==> src/rtl/core/slacu_pkg.sv <==
// ----------------------------------------------------------------------------
// slacu_pkg
// Shared types, codes and constants of the two-axis command unit.
// ----------------------------------------------------------------------------
package slacu_pkg;

  localparam int RATIO_FRAC_BITS_DEF = 16;
  localparam int POS_W               = 32;
  localparam int RATIO_W             = 24;
  localparam int PROD_W              = POS_W + RATIO_W;
  localparam int CFG_INDEX_W         = 3;

  localparam logic signed [POS_W-1:0]   LOW_LIMIT_RST  = -32'sd100000;
  localparam logic signed [POS_W-1:0]   HIGH_LIMIT_RST = 32'sd100000;
  // 1.0 in Q8.16
  localparam logic signed [RATIO_W-1:0] RATIO_RST      = 24'sd65536;

  typedef enum logic [3:0] {
    CMD_REL     = 4'd0,
    CMD_ABS     = 4'd1,
    CMD_WHEEL   = 4'd2,
    CMD_SPEED   = 4'd3,
    CMD_ACCEL   = 4'd4,
    CMD_HALT    = 4'd5,
    CMD_ENABLE  = 4'd6,
    CMD_DISABLE = 4'd7,
    CMD_SETPOS  = 4'd10,
    CMD_ESTOP   = 4'd11
  } cmd_code_t;

  typedef enum logic [2:0] {
    ST_DONE       = 3'd0,
    ST_ESTOP_REJ  = 3'd1,
    ST_BAD_AXIS   = 3'd2,
    ST_DISABLED   = 3'd3,
    ST_LIMIT      = 3'd4,
    ST_WHEEL_OFF  = 3'd5
  } status_t;

  typedef enum logic [3:0] {
    ORD_NONE     = 4'd0,
    ORD_MOVE     = 4'd1,
    ORD_SPEED    = 4'd2,
    ORD_ACCEL    = 4'd3,
    ORD_STOP     = 4'd4,
    ORD_ENABLE   = 4'd5,
    ORD_DISABLE  = 4'd6,
    ORD_SETPOS   = 4'd7,
    ORD_STOP_ALL = 4'd8
  } order_kind_t;

  typedef enum logic [CFG_INDEX_W-1:0] {
    REG_X_LOW   = 3'd0,
    REG_X_HIGH  = 3'd1,
    REG_Z_LOW   = 3'd2,
    REG_Z_HIGH  = 3'd3,
    REG_LIM_ON  = 3'd4,
    REG_X_RATIO = 3'd5,
    REG_Z_RATIO = 3'd6,
    REG_WHEEL   = 3'd7
  } reg_index_t;

  typedef struct packed {
    logic [3:0]              command;
    logic [1:0]              axis_select;
    logic signed [POS_W-1:0] request_value;
  } cmd_t;

  typedef struct packed {
    logic [2:0]              status;
    logic [3:0]              order_kind;
    logic                    order_axis;
    logic signed [POS_W-1:0] order_value;
    logic signed [POS_W-1:0] axis_position;
  } rsp_t;

  typedef struct packed {
    logic signed [POS_W-1:0]   x_low_limit;
    logic signed [POS_W-1:0]   x_high_limit;
    logic signed [POS_W-1:0]   z_low_limit;
    logic signed [POS_W-1:0]   z_high_limit;
    logic                      limits_on;
    logic signed [RATIO_W-1:0] x_wheel_ratio;
    logic signed [RATIO_W-1:0] z_wheel_ratio;
    logic [1:0]                wheel_enable_mask;
  } cfg_t;

endpackage

==> src/rtl/core/soft_limited_axis_command_unit.sv <==
// ----------------------------------------------------------------------------
// soft_limited_axis_command_unit
// Two-axis motion command unit with soft limits and handwheel scaling.
//
//   channel   direction  handshake              payload
//   cmd       in         cmd_valid / cmd_stall  cmd_data (cmd_t)
//   rsp       out        rsp_valid / rsp_stall  rsp_data (rsp_t)
//   cfg       in         cfg_valid / cfg_ready  cfg_index, cfg_data
//
// From transfer to result, a command passes through the input register,
// where the handwheel product is formed, then the result register. One
// command per cycle is sustained unless results stall; the multiplier feeding
// the input register and the limit check into the result register set the
// clock. Reset is synchronous and restores limits, ratios, positions and
// flags. A stalled result holds the command in the input register, which
// then stalls the command channel.
// ----------------------------------------------------------------------------
module soft_limited_axis_command_unit
  import slacu_pkg::*;
#(
  parameter int RATIO_FRAC_BITS = RATIO_FRAC_BITS_DEF
) (
  input  logic                   clk,
  input  logic                   rst,
  input  logic                   cmd_valid,
  output logic                   cmd_stall,
  input  cmd_t                   cmd_data,
  output logic                   rsp_valid,
  input  logic                   rsp_stall,
  output rsp_t                   rsp_data,
  input  logic                   cfg_valid,
  output logic                   cfg_ready,
  input  logic [CFG_INDEX_W-1:0] cfg_index,
  input  logic [POS_W-1:0]       cfg_data
);

  cfg_t                     cfg;
  logic                     out_free;
  logic                     fire;
  cmd_t                     item;
  logic signed [PROD_W-1:0] product;
  rsp_t                     rsp_next;

  slacu_cfg_regs u_cfg_regs (
    .clk       (clk),
    .rst       (rst),
    .cfg_valid (cfg_valid),
    .cfg_ready (cfg_ready),
    .cfg_index (cfg_index),
    .cfg_data  (cfg_data),
    .cfg       (cfg)
  );

  slacu_in_stage u_in_stage (
    .clk       (clk),
    .rst       (rst),
    .cmd_valid (cmd_valid),
    .cmd_stall (cmd_stall),
    .cmd_data  (cmd_data),
    .cfg       (cfg),
    .out_free  (out_free),
    .fire      (fire),
    .item      (item),
    .product   (product)
  );

  slacu_exec #(
    .RATIO_FRAC_BITS (RATIO_FRAC_BITS)
  ) u_exec (
    .clk      (clk),
    .rst      (rst),
    .fire     (fire),
    .item     (item),
    .product  (product),
    .cfg      (cfg),
    .rsp_next (rsp_next)
  );

  slacu_out_reg u_out_reg (
    .clk       (clk),
    .rst       (rst),
    .fire      (fire),
    .rsp_next  (rsp_next),
    .out_free  (out_free),
    .rsp_valid (rsp_valid),
    .rsp_stall (rsp_stall),
    .rsp_data  (rsp_data)
  );

endmodule

==> src/rtl/core/slacu_cfg_regs.sv <==
// ----------------------------------------------------------------------------
// slacu_cfg_regs
// Configuration register file: soft limits, handwheel ratios and masks.
// ----------------------------------------------------------------------------
module slacu_cfg_regs
  import slacu_pkg::*;
(
  input  logic                   clk,
  input  logic                   rst,
  input  logic                   cfg_valid,
  output logic                   cfg_ready,
  input  logic [CFG_INDEX_W-1:0] cfg_index,
  input  logic [POS_W-1:0]       cfg_data,
  output cfg_t                   cfg
);

  assign cfg_ready = 1'b1;

  always_ff @(posedge clk) begin
    if (rst) begin
      cfg.x_low_limit       <= LOW_LIMIT_RST;
      cfg.x_high_limit      <= HIGH_LIMIT_RST;
      cfg.z_low_limit       <= LOW_LIMIT_RST;
      cfg.z_high_limit      <= HIGH_LIMIT_RST;
      cfg.limits_on         <= 1'b1;
      cfg.x_wheel_ratio     <= RATIO_RST;
      cfg.z_wheel_ratio     <= RATIO_RST;
      cfg.wheel_enable_mask <= 2'b11;
    end else if (cfg_valid && cfg_ready) begin
      unique case (reg_index_t'(cfg_index))
        REG_X_LOW:   cfg.x_low_limit       <= cfg_data;
        REG_X_HIGH:  cfg.x_high_limit      <= cfg_data;
        REG_Z_LOW:   cfg.z_low_limit       <= cfg_data;
        REG_Z_HIGH:  cfg.z_high_limit      <= cfg_data;
        REG_LIM_ON:  cfg.limits_on         <= cfg_data[0];
        REG_X_RATIO: cfg.x_wheel_ratio     <= cfg_data[RATIO_W-1:0];
        REG_Z_RATIO: cfg.z_wheel_ratio     <= cfg_data[RATIO_W-1:0];
        REG_WHEEL:   cfg.wheel_enable_mask <= cfg_data[1:0];
        default: ;
      endcase
    end
  end

endmodule

==> src/rtl/core/slacu_in_stage.sv <==
// ----------------------------------------------------------------------------
// slacu_in_stage
// Input register for one command, with the handwheel product registered
// alongside so that the execute stage sees no multiplier.
// ----------------------------------------------------------------------------
module slacu_in_stage
  import slacu_pkg::*;
(
  input  logic                     clk,
  input  logic                     rst,
  input  logic                     cmd_valid,
  output logic                     cmd_stall,
  input  cmd_t                     cmd_data,
  input  cfg_t                     cfg,
  input  logic                     out_free,
  output logic                     fire,
  output cmd_t                     item,
  output logic signed [PROD_W-1:0] product
);

  logic                      item_valid;
  logic                      load;
  logic signed [RATIO_W-1:0] ratio;

  assign fire      = item_valid && out_free;
  assign cmd_stall = item_valid && !out_free;
  assign load      = cmd_valid && !cmd_stall;
  assign ratio     = cmd_data.axis_select[0] ? cfg.z_wheel_ratio : cfg.x_wheel_ratio;

  always_ff @(posedge clk) begin
    if (rst) begin
      item_valid <= 1'b0;
    end else if (load) begin
      item_valid <= 1'b1;
    end else if (fire) begin
      item_valid <= 1'b0;
    end
  end

  always_ff @(posedge clk) begin
    if (load) begin
      item    <= cmd_data;
      product <= PROD_W'(cmd_data.request_value) * PROD_W'(ratio);
    end
  end

endmodule

==> src/rtl/core/slacu_exec.sv <==
// ----------------------------------------------------------------------------
// slacu_exec
// Command decode, limit check and axis state. Computes the result of the item
// in the input register and updates positions and flags when it moves on.
// ----------------------------------------------------------------------------
module slacu_exec
  import slacu_pkg::*;
#(
  parameter int RATIO_FRAC_BITS = RATIO_FRAC_BITS_DEF
) (
  input  logic                     clk,
  input  logic                     rst,
  input  logic                     fire,
  input  cmd_t                     item,
  input  logic signed [PROD_W-1:0] product,
  input  cfg_t                     cfg,
  output rsp_t                     rsp_next
);

  localparam logic [PROD_W-1:0] FracMask = (PROD_W'(1) << RATIO_FRAC_BITS) - PROD_W'(1);

  logic [POS_W-1:0] position [2];
  logic [1:0]       enabled;
  logic             estop;

  logic                    ax;
  logic                    sel_ok;
  logic [POS_W-1:0]        pos;
  logic [POS_W-1:0]        pos_new;
  logic                    en_new;
  logic                    estop_new;
  logic                    do_move;
  logic                    in_limits;
  logic [POS_W-1:0]        steps;
  logic signed [POS_W:0]   target;
  logic signed [POS_W:0]   lo;
  logic signed [POS_W:0]   hi;
  logic signed [PROD_W-1:0] quot;
  logic                    frac_nz;
  logic                    quot_ovf;
  logic [POS_W-1:0]        wheel_steps;

  assign ax     = item.axis_select[0];
  assign sel_ok = !item.axis_select[1];
  assign pos    = position[ax];
  assign lo     = ax ? {cfg.z_low_limit[POS_W-1], cfg.z_low_limit}
                     : {cfg.x_low_limit[POS_W-1], cfg.x_low_limit};
  assign hi     = ax ? {cfg.z_high_limit[POS_W-1], cfg.z_high_limit}
                     : {cfg.x_high_limit[POS_W-1], cfg.x_high_limit};

  // Handwheel steps: shift down, round a negative quotient toward zero,
  // then clamp to the 32-bit signed range.
  assign frac_nz  = |(product & FracMask);
  assign quot     = (product >>> RATIO_FRAC_BITS)
                    + $signed({{(PROD_W-1){1'b0}}, product[PROD_W-1] && frac_nz});
  assign quot_ovf = !((&quot[PROD_W-1:POS_W-1]) || !(|quot[PROD_W-1:POS_W-1]));
  assign wheel_steps = quot_ovf ? (quot[PROD_W-1] ? {1'b1, {(POS_W-1){1'b0}}}
                                                  : {1'b0, {(POS_W-1){1'b1}}})
                                : quot[POS_W-1:0];

  assign in_limits = !cfg.limits_on || ((target >= lo) && (target <= hi));

  always_comb begin
    rsp_next  = '0;
    pos_new   = pos;
    en_new    = enabled[ax];
    estop_new = estop;
    do_move   = 1'b0;
    steps     = '0;
    target    = '0;
    if (item.command == CMD_ESTOP) begin
      estop_new = item.request_value[0];
      if (item.request_value[0]) begin
        rsp_next.order_kind = ORD_STOP_ALL;
      end
    end else if (item.command == CMD_SETPOS) begin
      if (!sel_ok) begin
        rsp_next.status = ST_BAD_AXIS;
      end else begin
        pos_new              = item.request_value;
        rsp_next.order_kind  = ORD_SETPOS;
        rsp_next.order_axis  = ax;
        rsp_next.order_value = item.request_value;
      end
    end else if (estop) begin
      rsp_next.status = ST_ESTOP_REJ;
    end else if (!sel_ok) begin
      rsp_next.status = ST_BAD_AXIS;
    end else if (item.command != CMD_ENABLE && !enabled[ax]) begin
      rsp_next.status = ST_DISABLED;
    end else begin
      unique case (item.command)
        CMD_REL: begin
          steps   = item.request_value;
          target  = $signed({pos[POS_W-1], pos})
                    + $signed({item.request_value[POS_W-1], item.request_value});
          do_move = 1'b1;
        end
        CMD_ABS: begin
          steps   = item.request_value - pos;
          target  = {item.request_value[POS_W-1], item.request_value};
          do_move = 1'b1;
        end
        CMD_WHEEL: begin
          if (!cfg.wheel_enable_mask[ax]) begin
            rsp_next.status = ST_WHEEL_OFF;
          end else begin
            steps   = wheel_steps;
            target  = $signed({pos[POS_W-1], pos})
                      + $signed({wheel_steps[POS_W-1], wheel_steps});
            do_move = 1'b1;
          end
        end
        CMD_SPEED: begin
          rsp_next.order_kind  = ORD_SPEED;
          rsp_next.order_axis  = ax;
          rsp_next.order_value = item.request_value;
        end
        CMD_ACCEL: begin
          rsp_next.order_kind  = ORD_ACCEL;
          rsp_next.order_axis  = ax;
          rsp_next.order_value = item.request_value;
        end
        CMD_HALT: begin
          rsp_next.order_kind = ORD_STOP;
          rsp_next.order_axis = ax;
        end
        CMD_ENABLE: begin
          en_new              = 1'b1;
          rsp_next.order_kind = ORD_ENABLE;
          rsp_next.order_axis = ax;
        end
        CMD_DISABLE: begin
          en_new              = 1'b0;
          rsp_next.order_kind = ORD_DISABLE;
          rsp_next.order_axis = ax;
        end
        default: ;
      endcase
      if (do_move) begin
        if (in_limits) begin
          pos_new              = target[POS_W-1:0];
          rsp_next.order_kind  = ORD_MOVE;
          rsp_next.order_axis  = ax;
          rsp_next.order_value = steps;
        end else begin
          rsp_next.status = ST_LIMIT;
        end
      end
    end
    rsp_next.axis_position = sel_ok ? pos_new : '0;
  end

  always_ff @(posedge clk) begin
    if (rst) begin
      position[0] <= '0;
      position[1] <= '0;
      enabled     <= 2'b11;
      estop       <= 1'b0;
    end else if (fire) begin
      estop <= estop_new;
      if (sel_ok) begin
        position[ax] <= pos_new;
        enabled[ax]  <= en_new;
      end
    end
  end

endmodule

==> src/rtl/core/slacu_out_reg.sv <==
// ----------------------------------------------------------------------------
// slacu_out_reg
// Result register. Holds one result until the downstream side takes it.
// ----------------------------------------------------------------------------
module slacu_out_reg
  import slacu_pkg::*;
(
  input  logic clk,
  input  logic rst,
  input  logic fire,
  input  rsp_t rsp_next,
  output logic out_free,
  output logic rsp_valid,
  input  logic rsp_stall,
  output rsp_t rsp_data
);

  // The register can take a new result when empty or when its transfer
  // completes in this cycle.
  assign out_free = !rsp_valid || !rsp_stall;

  always_ff @(posedge clk) begin
    if (rst) begin
      rsp_valid <= 1'b0;
    end else if (fire) begin
      rsp_valid <= 1'b1;
    end else if (!rsp_stall) begin
      rsp_valid <= 1'b0;
    end
  end

  always_ff @(posedge clk) begin
    if (fire) begin
      rsp_data <= rsp_next;
    end
  end

endmodule

==> config.mk <==
export PLATFORM = sky130hd
export DESIGN_NAME = soft_limited_axis_command_unit
export DESIGN_NICKNAME = d
export VERILOG_FILES = /design/src/rtl/core/slacu_pkg.sv /design/src/rtl/core/soft_limited_axis_command_unit.sv /design/src/rtl/core/slacu_cfg_regs.sv /design/src/rtl/core/slacu_in_stage.sv /design/src/rtl/core/slacu_exec.sv /design/src/rtl/core/slacu_out_reg.sv
export SDC_FILE = /design/constraint.sdc
export NUM_CORES = 2
export LEC_CHECK = 0
export BUFFER_PORTS_ARGS = -buffer_cell sky130_fd_sc_hd__buf_2
export CAP_MARGIN = 10
export CORE_MARGIN = 5
export CORE_UTILIZATION = 36
export DETAILED_ROUTE_END_ITERATION = 16
export GPL_TIMING_DRIVEN = 0
export SYNTH_ARGS = -nofsm -noshare
export SYNTH_HDL_FRONTEND = slang
export SYNTH_SLANG_ARGS = --single-unit
export TNS_END_PERCENT = 30
==> constraint.sdc <==
create_clock -name clk -period 9.6 [get_ports clk]
set_input_delay 0.96 -clock clk [delete_from_list [all_inputs] [get_ports clk]]
set_output_delay 0.96 -clock clk [all_outputs]
set_load 0.01 [all_outputs]
**Word level (Yosys, flattened, before mapping)**

Memory sizes are Yosys's and may differ from the RTL's. A register that Yosys moved wholly into a read port is not among the register bits.
Cells that the tools add are included.

- Memory bits (writable): 64
- Flip-flop bits (word level): 350
- Output and inout bits: 75
- Input port bits: 78
- Memories kept: 1

Memory list:

| memory | words | bits a word | rd ports | clocked after memory_dff | wr ports | line | source |
|---|---|---|---|---|---|---|---|
| u_exec.position | 2 | 32 | 1 | 1 | 2 | slacu_exec.sv:22 | `logic [POS_W-1:0] position [2];` |

- Bitwise gates (word level): 1
- Magnitude comparators: 4
- Add/subtract/negate cells: 4
- Muxes and demuxes: 74
- Reduce and logical (&&, ||, !) cells: 36
- Equality and inequality tests: 18
- Multiply operators: 1

Operator list:

| cell | number |
|---|---|
| 32-bit 2-to-1 mux | 13 |
| 33-bit 2-to-1 mux | 8 |
| 37-bit 2-to-1 mux | 3 |
| 33-bit case mux with 3 select lines | 1 |
| 32-bit case mux with 3 select lines | 1 |
| 40-bit 2-to-1 mux | 2 |
| 36-bit 2-to-1 mux | 2 |
| 32-bit by 32-bit adder with 33-bit output | 2 |
| 32-bit by 24-bit multiplier with 56-bit output | 1 |
| 40-bit by 2-bit adder with 41-bit output | 1 |
| 33-bit >= comparator | 1 |
| 33-bit less-or-equal comparator | 1 |
| 32-bit OR reduction | 1 |
| 32-bit subtractor | 1 |
| 1-bit 2-to-1 mux | 29 |
| 25-bit AND reduction | 1 |
| 25-bit OR reduction | 1 |
| 24-bit 2-to-1 mux | 1 |
| 4-bit case mux with 5 select lines | 1 |
| 2-bit AND reduction | 10 |
| 3-bit 2-to-1 mux | 6 |
| 4-bit by 3-bit == test with 1-bit output (second input constant) | 4 |
| 16-bit OR reduction | 1 |
| 3-bit == test (second input constant) | 4 |
| other kinds (22) | 42 |

**Depth between registers and ports, before layout**

- Depth in word-level cells: 26
- Mapped depth: 41

**By module**

A second synthesis with hierarchy kept.

- Cell total of the unflattened synthesis: 5661
- Area total of the unflattened synthesis: 53105.9 µm²

Modules (own cells, without submodules):

| module | cells an instance | seq. area each (µm²) | instances | area each (µm²) |
|---|---|---|---|---|
| slacu_in_stage | 3088 | 2842.7 | 1 | 30222.7 |
| slacu_exec | 1834 | 1981.9 | 1 | 13663.1 |
| slacu_cfg_regs | 663 | 3583.4 | 1 | 7025.5 |
| slacu_out_reg | 76 | 2182.1 | 1 | 2194.6 |

**Worst setup path after synthesis**

No wires, ideal clock.

- Path kind: input-to-reg
- Start point: in cmd_data[32] (netlist bit)
- End point: reg u_in_stage.product[50], data pin
- Setup slack: 0.599 ns
- Path buffers: 3
- Arrival: 8.736 ns
- Library setup time: 0.265 ns
- Required time: 9.335 ns
- Stages: 28
- Cells stage by stage: clkbuf_1 -> clkbuf_1 -> mux2i_1 -> clkbuf_1 -> nor2b_1 -> fa_1 -> inv_1 -> fa_1 -> inv_1 -> fa_1 -> inv_1 -> fa_1 -> fa_1 -> fa_1 -> inv_1 -> fa_1 -> ha_1 -> a21o_1 -> a21o_1 -> a221oi_1 -> o21ai_0 -> o221a_2 -> a2bb2oi_1 -> a31o_2 -> a221o_1 -> a31oi_1 -> o21ai_0 -> xor2_1

- Longest elaborated chain between the ends: 2

RTL lines:

| element | line | source |
|---|---|---|
| start, declared | soft_limited_axis_command_unit.sv:27 | `input cmd_t cmd_data,` |
| 24-bit 2-to-1 mux | slacu_in_stage.sv:28 | `assign ratio = cmd_data.axis_select[0] ? cfg.z_wheel_ratio : cfg.x_wheel_ratio;` |
| 32-bit by 24-bit multiplier with 56-bit output | slacu_in_stage.sv:43 | `product <= PROD_W'(cmd_data.request_value) * PROD_W'(ratio);` |
| end signal, assigned | slacu_in_stage.sv:43 |  |
| end, declared | slacu_in_stage.sv:18 | `output logic signed [PROD_W-1:0] product` |

Every way passes these cells.
A chain may end at the register's enable or synchronous reset.

==> reports/summary.txt <==
Status: completed
Clk Latency, worst-skew pair: 0.61 ns
Worst Path Class, Setup: reg2reg
Synth top area cells: fa_1 31%, edfxtp_1 13%, ha_1 7.6%, dfxtp_1 7.2%, nand2_1 7.0%
Worst Path Arrival: 9.82 ns
Max_slew headroom: 0.178
# DRC: 0
Gr usage total: 0.255
Total CTS buffers: 41
Final slew viol count: 0
Synthesized instance count: 5,687
First-pass GRT wire length: 289 mm
Utilization after layout: 0.407
Vias in the first global route: 43,947
Mapped Avg Cell Area: 9.07 um2
Nets: 7,116
Met1 GRT Util: 0.343
CTS tree: done
Syn. warnings: 0
Final setup viols: 0
CTS clk-pin slew, worst paths: 0.07 ns
Cell Pwr Density: 132 nW/um2
Core area: 142,000 um2
Top FF cell, synth: edfxtp_1
Via count: 42,672
Clk_skew: 0.0305 ns
Grt met3 use: 0.0543
Avg WL per Cell: 24.9 um
Fmax: 0.105 GHz
Pwr Total: 0.00764 W
Number of flops mapped to enable cells by yosys: 230
Vias/cell: 5.43
Chip width: 388 um
P_leak: 23.9 nW
Rows: 138
Commonest cells after routing, fill and taps aside: 956 x nand2_1, 829 x inv_1, 785 x fa_1, 326 x a21oi_1, 301 x ha_1
Post-DP HPWL: 159 mm
Final min period: 9.49 ns
CP max stage cell: o21ai_0
Top cell type by total area after synthesis: fa_1
Clk sinks: 415
WL final: 196 mm
GR peak layer: met2
Yosys top cell area share: 0.305
Worst VDD drop: 0.120 mV
Max FO, Critical Path: 6
Hold buffers post-CTS: 0
CP startpoint kind: flip-flop
Max Cap Viol: 0
Detailed router's first-iteration violation count: 3,961
Final Hold Fails: 0
Remaining global-route overflow: 0
Max stage delay on crit path: 0.61 ns
Layout cells sized above 1: 0.0936
Initial antenna violation count: 10
Syn Std Cell Area: 51,600 um2
Detailed Routing Iterations Pass 1: 5
Clock tree buffer depth: 3
Final period util: 0.988
RSZ-0062 raised after global routing: yes
Port bufs: 147
Syn_nets: 6,865
DIE HEIGHT: 388 um
Placer Congestion: 0.981
Hold WC Path Type: reg2reg
Largest net degree at the start of global routing: 62
CP most frequent cell: buf_4
Area Overhead vs Synth: 12.1%
Initial Util: 0.363
Root buf cell: clkbuf_16
Die area: 151,000 um2
Met2 Use GR: 0.396
Worst slew pin tran: 1.22 ns
Most common cell after layout, fill and taps aside: nand2_1
CP required: 9.93 ns
I/O pin total: 153
Post-route ant nets: 0
Register area share after synthesis: 0.206
Max H-tree Level: 2
CP Capture Type: flip-flop
Async SR Flop Fraction: 0
Yosys reg bits: 415
Yosys cell types: 81
==> final timing paths <==
check	start	endpoint	slack (ns)	cells after the start
max	u_in_stage.product[55]	u_exec.position[1][9]	0.11	39
min	u_cfg_regs.cfg[137]	u_cfg_regs.cfg[137]	0.45	2
max reg2reg	u_in_stage.product[55]	u_exec.position[1][9]	0.11	39
min reg2reg	u_cfg_regs.cfg[137]	u_cfg_regs.cfg[137]	0.45	2
==> cell type report <==
type | count | area [um2]
clock inverter | 23 | 235
clock buffer | 52 | 1130
antenna | 2 | 5.00
buffer | 296 | 1310
fill | 14259 | 84100
inverter | 832 | 3130
sequential | 415 | 10600
timing repair buffer | 213 | 1410
multi-input combinational | 4139 | 37600
tap | 1890 | 2360
==> cells in the mapped netlist, drive strengths merged (17+ instances only) <==
cell type	instances
a22oi	23
edfxtp	230
o22ai	18
nand2b	46
nand2	961
nand3	57
nand4	35
nand3b	60
o21ai	132
mux2i	108
inv	832
nor2b	217
a21o	65
o21bai	33
buf	22
a211oi	26
nor4	20
ha	314
xnor2	110
a31oi	17
or3	17
nor3	41
a21oi	346
clkbuf	279
dfxtp	185
o21a	18
o221ai	18
fa	786
and2	111
mux2	34
xor2	53
and3	17
nor2	250
o211ai	27
or2	35
==> state kept, by name, indices dropped and copies added (netlist names), named ones only <==
| register | flops |
|---|---|
| u_cfg_regs.cfg | 179 |
| u_out_reg.rsp_data | 72 |
| u_exec.position | 64 |
| u_in_stage.product | 56 |
| u_in_stage.item | 38 |
| u_exec.enabled | 2 |
| u_exec.estop | 1 |
| u_in_stage.item_valid | 1 |
| u_out_reg.rsp_valid | 1 |
==> what timing repair did <==
| item | in CTS | in global routing |
|---|---|---|
| setup buffers | 26 | 31 |
| cloned | 0 | 1 |
| pin swaps | 25 | 46 |
| endpoints found under the setup margin | 160 | 136 |
| gates resized for setup | 188 | 124 |
==> routing by layer <==
metal	routed length (um)	part of all wire
met3	18800	0.096
met4	11300	0.058
met5	18	0.000092
met2	85500	0.44
met1	80000	0.41
==> kinds of logic after synthesis <==
group,after synthesis,synth area share
mux,142,0.0284
simple gates,1890,0.171
buf+inv,1133,0.0829
flops,415,0.206
xor+xnor,163,0.0277
other cells,1,0.0000727
fa+ha+maj,1100,0.381
compound gates,843,0.103
==> per-stage QoR <==
step	cells	worst slack [ns]	hold slack, ns	cell area (um2)	TNS (ns)
final	7862	0.113	0.454	57800	0
after global routing	7861	-0.136	0.468	57800	-2.81
after CTS	7828	-0.0930	0.454	57100	-1.30
after detailed placement	7732	-3.44	0.446	54800	-398.45
after global placement	7724	-3.37	0.439	54700	-407.20
after floorplan	5687	0.599	0.433	51600	0
==> worst max-delay path, delay by kind of cell (launching register included) <==
family                   cells  cell delay [ns]
AO/OA/AOI/OAI               19             4.43
buffers and inverters        7             1.22
XOR/XNOR                     1             0.07
AND/OR/NAND/NOR              8             1.95
flip-flops                   1             0.41
adder cells (fa/ha/maj)      4             1.10
==> power breakdown <==
| group | switching, W | internal [W] | leakage (nW) |
|---|---|---|---|
| Combinational | 0.00231 | 0.00143 | 19.4 |
| Clock | 0.000742 | 0.000925 | 0.652 |
| Sequential | 0.000139 | 0.00209 | 3.80 |
| Total | 0.00319 | 0.00445 | 23.9 |
(Power assumes the default switching activity.)
